**src/qti_blend.sv**
```systemverilog
// ----------------------------------------------------------------------------
// qti_blend
// Shared blend unit: y = a + floor((b - a) * w / 2^WB); product and result are registered.
// ----------------------------------------------------------------------------
module qti_blend #(
	parameter int WB = 16
) (
	input  logic               clk,
	input  logic               arst_n,
	input  logic               go,
	input  logic signed [31:0] a,
	input  logic signed [31:0] b,
	input  logic [WB:0]        w,
	output logic               done,
	output logic signed [31:0] y
);
	localparam int PW = 33 + WB + 2;

	logic signed [31:0] a_q;
	logic signed [PW-1:0] prod_s1;
	logic signed [PW-1:0] shifted;
	logic signed [32:0] diff;
	logic signed [WB+1:0] ws;
	logic signed [31:0] y_q;
	logic run_s1;
	logic done_q;

	assign diff    = 33'(b) - 33'(a);
	assign ws      = {1'b0, w};
	assign shifted = prod_s1 >>> WB;

	always_ff @(posedge clk or negedge arst_n) begin
		if (!arst_n) begin
			run_s1 <= 1'b0;
			done_q <= 1'b0;
		end else begin
			run_s1 <= go;
			done_q <= run_s1;
		end
	end

	always_ff @(posedge clk) begin
		if (go) begin
			a_q     <= a;
			prod_s1 <= PW'(diff) * PW'(ws);
		end
		if (run_s1) y_q <= a_q + shifted[31:0];
	end

	assign done = done_q;
	assign y    = y_q;
endmodule

```
**config.mk**
```make
export PLATFORM = sky130hd
export DESIGN_NAME = qti_blend
export DESIGN_NICKNAME = d
export VERILOG_FILES = /design/src/qti_blend.sv
export SDC_FILE = /design/constraint.sdc
export NUM_CORES = 2
export LEC_CHECK = 0
export ABC_AREA = 0
export BUFFER_PORTS_ARGS = -buffer_cell sky130_fd_sc_hd__clkbuf_2
export CORE_MARGIN = 4
export CORE_UTILIZATION = 62
export DETAILED_ROUTE_END_ITERATION = 12
export MAX_ROUTING_LAYER = met4
export PLACE_DENSITY = 0.88
export SLEW_MARGIN = 40
export SYNTH_ARGS = -nofsm -noshare
export SYNTH_HDL_FRONTEND = slang
export SYNTH_SLANG_ARGS = --single-unit
export TNS_END_PERCENT = 30
```
**constraint.sdc**
```tcl
create_clock -name clk -period 7.9 [get_ports clk]
set_input_delay 0.79 -clock clk [delete_from_list [all_inputs] [get_ports clk]]
set_output_delay 0.79 -clock clk [all_outputs]
set_load 0.005 [all_outputs]
```
==> run metrics <==
routed vias=19800; post-placement cell area=28300 um^2; max incr delay on CP=0.54 ns; Main synth FF type=edfxtp_1; first-pass GRT wire length=113 mm; DRC viols=0; post-synth top area cell=fa_1; FF+latch count, synth=98; register area share after synthesis=11.9%; drt total wl=69.9 mm; post-layout minimum cycle time=8.63 ns; global route total overflow=0; area grow syn2layout=19.0%; Port Buffers=116; worst hold path type=input pin to asynchronous set/reset pin; Routability Congestion=1.01; latest clock arrival within the worst-skew pair=0.37 ns; Die Area=43000 um^2; Die Span Y=207 um; final slew viol count=0; Cell variety after synth=71; post-synth top area share=42.0%; max-cap viol count=0; most common cell in the netlist=inv_1; Critical path origin=a[4]; Reg2Reg Depth=13; PnR worst setup slack=-0.733 ns; R2R Path Start=a_q[0]; Synth area leaders=fa_1, edfxtp_1, inv_1, ha_1, and2_1; HPWL after DPL=56.7 mm; Slowest cell on crit path=fa_1; Die Wd=207 um; vias per cell=5.61; GR Layer Usage met3=6.17%; R2R setup slack=3.91 ns; CORE AREA=38900 um^2; final setup violation count=25; clk slew on worst S/H paths=0.08 ns; WHS=0.196 ns; initial core utilization=63.2%; relative slew slack=47.9%; Worst setup endpoint=prod_s1[35]; M1 GR Usage=42.9%; clock buffer count from CTS=9; ANT nets after route=0; TritonCTS clock tree=yes; largest net degree at the start of global routing=66; Worst-Margin Slew=0.782 ns; number of global-route vias before repair=22200; RSZ-0062 raised after global routing=yes; Setup crit end kind=flop; Rows=72; FF-to-FF End=y[30]; n_diodes=0; Root Buffer=clkbuf_16; DR iter-0 viols=1587; met2 GRT Util=55.2%; CP required=8.02 ns; H-tree depth=3; Post-Synthesis Cell Area=24600 um^2; Hold Fails Final Rpt=0; pre-CTS setup slack=-1.43 ns; status=complete, but fails checks; Final Net Count=3788; CP arrival=8.76 ns; CTS Sinks=98; crit start category=input pin; initial antenna violation count=0; crit share post-route=109%; Avg Inst Size Synth=9.32 um^2; clock skew after layout=0.0100 ns; crit path kind=input pin to flop; failing checks=setup timing; asr flop ratio synth=2.04%; YS warnings=0; layout cells sized above 1=20.2%; Clock Tree Buf Depth=2; Ports=117; syn_nets=3413; post-route cell area=29300 um^2; Setup TNS=-10.44 ns; Post-Synthesis Cells=2640; iteration count of the initial detailed-routing pass=5; DR WL/cell=19.8 um; most used cell, CP=fa_1; most frequent cells after synthesis=inv_1, fa_1, nand2_1; highest clock rate=116 MHz; crit path max fanout=7; number of synthesized flops with an enable pin=96; GR peak layer=met2; overall fraction of global-route tracks in use=33.6%
cell type report:
class                           count  area (um^2)
Inverter                          657         2490
Fill cell                        2559         9630
Clock buffer                        9          225
Tap cell                          518          648
Multi-Input combinational cell   1795        19600
Clock inverter                      7         81.3
Sequential cell                    98         2930
Timing Repair Buffer              454         3310
cells in the final DEF (no fill, tap or decap), types with 10 or more instances in the layout:
master	count
inv_2	11
buf_4	316
nor3_1	16
fa_2	17
a21o_1	45
nand2b_1	17
ha_1	160
ha_4	12
o21ai_0	27
nor2_1	46
nand4_1	10
inv_1	644
buf_6	16
a21oi_1	63
a21oi_2	13
nor2b_1	32
xnor2_1	63
clkbuf_2	111
nand3_1	20
nand2_1	300
xor2_1	25
fa_1	499
edfxtp_1	96
and2_1	259
timing repair:
action                                  in CTS  in global routing
endpoints found under the setup margin      28                 31
resized for setup                           66                 73
cloned                                       0                  0
setup buffers                                6                 14
pin swaps                                   38                 33
hold buffers                                 0                  0
per-layer routing:
layer	part of all wire, %	wire [um]	up-vias
met5	0	0	-
met4	3.7	2580	0
met3	9.5	6630	241
met2	49	34000	1016
met1	38	26700	9921
li1	-	-	8653
per-stage QoR:
stage	utilization, %	cells
floorplan	-	2640
global placement	72.7	3502
finish	75.3	3538
detailed placement	72.7	3502
global route	75.3	3538
CTS	74.2	3524
sequential cells by signal (all words and copies together) (netlist names):
name	count
done	1
run_s1	1
a_q	32
y	32
prod_s1	32
critical path: cells and delay by family:
family          cells  cell delay [ns]
fa+ha+maj           8             3.43
xor+xnor            2             0.50
buf+inv             6             0.41
compound gates     11             2.39
simple gates        6             1.21
how the worst min path moves through the flow:
| stage | end | cells past startpoint | slack, ns | from |
|---|---|---|---|---|
| 6_report | run_s1 | 1 | 0.20 | arst_n |
| 5_1_grt | done | 1 | 0.19 | arst_n |
| 4_1_cts | done | 1 | 0.19 | arst_n |
| 3_5_place_dp | y[0] | 1 | 0.55 | prod_s1[16] |
| 3_3_place_gp | y[0] | 1 | 0.52 | prod_s1[16] |
| 2_1_floorplan | done | 0 | 0.49 | arst_n |
cell families (layout without fill, tap and decap cells):
kind of cell    count (synthesis)  count (layout)  share of synthesized area [%]
xor+xnor                       98              98                           3.57
mux                             1               1                         0.0407
compound gates                250             250                           6.78
buf+inv                       747            1127                           11.4
flops                          98              98                           11.9
simple gates                  757             757                           15.5
fa+ha+maj                     689             689                           50.8
Power is not shown: default switching activity piles up to over one toggle a cycle in this logic, so the estimate is an artifact.
