File: src/qti_div.sv
// ----------------------------------------------------------------------------
// qti_div
// Restoring divider, one quotient bit per cycle: floor((num << WB) / den),
// for 0 < num < den.
// ----------------------------------------------------------------------------
module qti_div #(
	parameter int WB = 16
) (
	input  logic          clk,
	input  logic          arst_n,
	input  logic          go,
	input  logic [32:0]   num,
	input  logic [32:0]   den,
	output logic          done,
	output logic [WB-1:0] quo
);
	localparam int CW = $clog2(WB + 1);

	logic [33:0]   rem_q;
	logic [32:0]   den_q;
	logic [WB-1:0] quo_q;
	logic [CW-1:0] cnt_q;
	logic          run_q;
	logic          done_q;
	logic [33:0]   trial;

	assign trial = {rem_q[32:0], 1'b0};

	always_ff @(posedge clk or negedge arst_n) begin
		if (!arst_n) begin
			run_q  <= 1'b0;
			done_q <= 1'b0;
			cnt_q  <= '0;
		end else begin
			done_q <= 1'b0;
			if (go) begin
				run_q <= 1'b1;
				cnt_q <= CW'(WB);
			end else if (run_q) begin
				cnt_q <= cnt_q - 1'b1;
				if (cnt_q == CW'(1)) begin
					run_q  <= 1'b0;
					done_q <= 1'b1;
				end
			end
		end
	end

	always_ff @(posedge clk) begin
		if (go) begin
			rem_q <= {1'b0, num};
			den_q <= den;
			quo_q <= '0;
		end else if (run_q) begin
			if (trial >= {1'b0, den_q}) begin
				rem_q <= trial - {1'b0, den_q};
				quo_q <= {quo_q[WB-2:0], 1'b1};
			end else begin
				rem_q <= trial;
				quo_q <= {quo_q[WB-2:0], 1'b0};
			end
		end
	end

	assign done = done_q;
	assign quo  = quo_q;
endmodule

File: config.mk
export PLATFORM = sky130hd
export DESIGN_NAME = qti_div
export DESIGN_NICKNAME = d
export VERILOG_FILES = /design/src/qti_div.sv
export SDC_FILE = /design/constraint.sdc
export NUM_CORES = 1
export LEC_CHECK = 0
export BUFFER_PORTS_ARGS = -buffer_cell sky130_fd_sc_hd__clkbuf_2
export CAP_MARGIN = 25
export CORE_AREA = 2 2 124 126
export CTS_CLUSTER_SIZE = 30
export DETAILED_ROUTE_END_ITERATION = 6
export DIE_AREA = 0 0 126 128
export SYNTH_ARGS = -nofsm -noshare
export SYNTH_HDL_FRONTEND = slang
export SYNTH_SLANG_ARGS = --single-unit
File: constraint.sdc
create_clock -name clk -period 4.27 [get_ports clk]
set_input_delay 0.6405 -clock clk [delete_from_list [all_inputs] [get_ports clk]]
set_output_delay 0.6405 -clock clk [all_outputs]
set_load 0.01 [all_outputs]
==> flow_summary.toml <==
[cts]
cts.sinks = 89
cts.clk_slew.worst_paths_ns = 0.07
h-tree-depth = 3
worstSkewPairLatency_ns = 0.36
postCtsSetupBuffers = 0
cts_tree = "done"
cts-resized-gates = 0
cts_root_buffer = "clkbuf_16"
cts_hold_buf = 0
cts_buffer_depth = 2
cts_made_buffers = 9

[global_route]
grt-ovfl-total = 0
grt_pass1_vias = 4684
antenna_found_initial = 0
grt_max_degree = 83
grt_util_all_layers_pct = 17.7
grt_pass1_wl_mm = 22.7

[setup_path]
slowest_delay_ns = 0.51
end_kind = "register"
cp_common_cell = "mux2_2"
path_delay_family = "simple AND/OR/NAND/NOR gates"
cp_data_arrival_time_ns = 3.78
slowest_stage = "ha_1"
path_cells = "ha_1 -> nand3_1 -> nor2_1 -> nand2_1 -> a2111oi_1 -> a211o_4 -> or2_1 -> buf_4 -> mux2_2 -> mux2_2"
crit_path_max_fanout = 25
cp.required_ns = 4.38
ff2ff_setup_slack_ns = 0.60
path_buf_inv = 1
cp-start-kind = "register"
crit_type = "register to register"

[layout]
drive_gt1_share_pct = 22.1
insertedDiodeCount = 0
n_fill_cell = 1451
synthToLayoutAreaGrowth_pct = 15.3
final_nets = 755
multiInputGateArea_um2 = 3020
seq_area_um2 = 2480

[logic_synthesis]
syn-cell-area_um2 = 5800
synth.area.top_cells = "edfxtp_1 (34%), ha_1 (7.5%), dfxtp_1 (5.5%), a21oi_1 (4.1%), mux2_2 (3.7%)"
async_flop_share_pct = 7.87
synth_common_cells = "edfxtp_1 (66), a21oi_1 (47), nor2_1 (46)"
synth.distinct_cells = 66
ys_dominant_reg_cell = "edfxtp_1"
yosysMostFrequentCell = "edfxtp_1"
ys_seq_area_share_pct = 42.7
yosys_warnings = 0
synth.avg_cell_area_um2 = 10.1
netlist_instances = 573
synth_top_cell_area_share_pct = 34.2
synth.largest_area_cell = "edfxtp_1"
syn_nets = 678
synth_edf_count = 66
ys_ff_latch = 89

[place]
routabilityCongestion = 0.900
portBuffers = 85
dp_hpwl_mm = 10.0

[drt]
drt-initial-drc-count = 283
num_vias = 4548
drc = 0
antenna_left = 0
wl_per_cell_um = 16.3
viasPerCell = 5.40
dr.pass1.iters = 5
wl_mm = 13.7

[pwr]
power_mw = 4.76
leakage_nw = 2.97
power_density_nw_per_um2 = 712
p_int_mw = 2.85
p_comb_share_pct = 54.8
swShare_pct = 40.2
seq_power_share_pct = 28.3
peakVddDrop_mv = 0.301
switchingPower_mw = 1.91
clockPowerShare_pct = 17.0

[worst_hold_path]
hp-class = "input port to asynchronous set/reset pin"

[status]
status = "finished, final reports clean"

[sta]
maxSlewViolCount = 0
max_freq_mhz = 273
hold_violations = 0
tightest_slew_ns = 0.895
setup_violations = 0
setup_tns_ns = 0
slew_headroom_pct = 40.4
post-route-period-util_pct = 85.9
rsz0062_at_grt = "false"
clock_skew_ns = 0.0107
period_minus_slack_ns = 3.67

[floorplan]
initial_core_util_pct = 39.0
num_rows = 45
ios = 86
fp.coreArea_um2 = 14900
die_y_um = 128
die-area_um2 = 16100
die_w_um = 126

[flow_run]
drv_cap = 0
-- power by group through the flow --
stage                     combinational [mW]  sequential [mW]  clock (mW)
after global routing                    2.90             1.38       0.871
after floorplan                         2.10             1.32           0
after global placement                  2.53             1.36           0
final                                   2.61             1.34       0.808
after CTS                               2.58             1.35       0.845
after detailed placement                2.57             1.37           0
-- flip-flops by register name (all words and copies together), names as in the netlist --
name   flops
quo       16
den_q     33
cnt_q      5
rem_q     33
done       1
run_q      1
-- layout make-up --
type	instances	area share, %
clock inverters	6	0.786
inverters	43	2.41
multi-input cells	417	45.2
clock buffers	10	3.74
repair buffers	90	7.26
flip-flops and latches	89	37.1
well taps	188	3.52
-- layer usage --
metal | vias to the layer above | share of wire [%] | wire length (µm) | track usage, %
met2 | 123 | 46 | 6280 | 28.3
li1 | 2251 | - | - | -
met4 | 0 | 1.5 | 211 | 6.46
met1 | 2157 | 46 | 6320 | 22.9
met5 | - | 0 | 0 | 0
met3 | 17 | 6.8 | 935 | 5.26
-- layout by cell type, fill, tap and decap left out, types with 15 or more instances in the layout --
| master | count |
|---|---|
| a21oi_1 | 47 |
| ha_1 | 35 |
| nor3_1 | 15 |
| nand2_1 | 40 |
| o21ai_0 | 21 |
| xnor2_1 | 16 |
| a21o_1 | 16 |
| clkbuf_2 | 84 |
| mux2i_1 | 18 |
| edfxtp_1 | 66 |
| nor2_1 | 46 |
| mux2_2 | 19 |
| inv_1 | 43 |
| dfxtp_1 | 16 |
-- cell families after synthesis --
group | after synthesis | share of synthesized area [%]
fa+ha+maj | 36 | 7.89
buf+inv | 67 | 5.16
compound gates | 136 | 15.6
simple gates | 171 | 15.1
mux | 47 | 9.38
xor+xnor | 27 | 4.08
flops | 89 | 42.7
-- worst reg2reg max path, cell delays in order (launching register included) --
cell and delay [ns]:
edfxtp_1 0.41, ha_1 0.52, nand3_1 0.26, nor2_1 0.27, nand2_1 0.10, a2111oi_1 0.50
a211o_4 0.22, or2_1 0.14, buf_4 0.37, mux2_2 0.39, mux2_2 0.25
-- per-stage QoR --
stage	cell area (µm²)	utilization [%]	std cells	hold WS [ns]	setup WS, ns
floorplan	5800	-	573	0.345	1.22
global placement	6360	42.8	826	0.476	0.777
detailed placement	6360	42.8	826	0.484	0.633
CTS	6660	44.8	842	0.0842	0.620
global route	6690	45.0	843	0.0985	0.291
finish	6690	45.0	843	0.106	0.601
-- path summary, 6_finish.rpt --
kind	start	to	cells past startpoint
worst max-delay path	rem_q[23]$_DFFE_PP_	rem_q[4]$_DFFE_PP_	10
worst min-delay path	arst_n	cnt_q[4]$_DFFE_PN0P_	1
worst max register to register	rem_q[23]$_DFFE_PP_	rem_q[4]$_DFFE_PP_	10
worst min register to register	quo[15]$_SDFFE_PP0P_	quo[15]$_SDFFE_PP0P_	2
max in group asynchronous	arst_n	cnt_q[1]$_DFFE_PN0P_	1
min in group clk	den[27]	den_q[27]$_DFFE_PP_	1
Power figures use the tool's default switching activity.
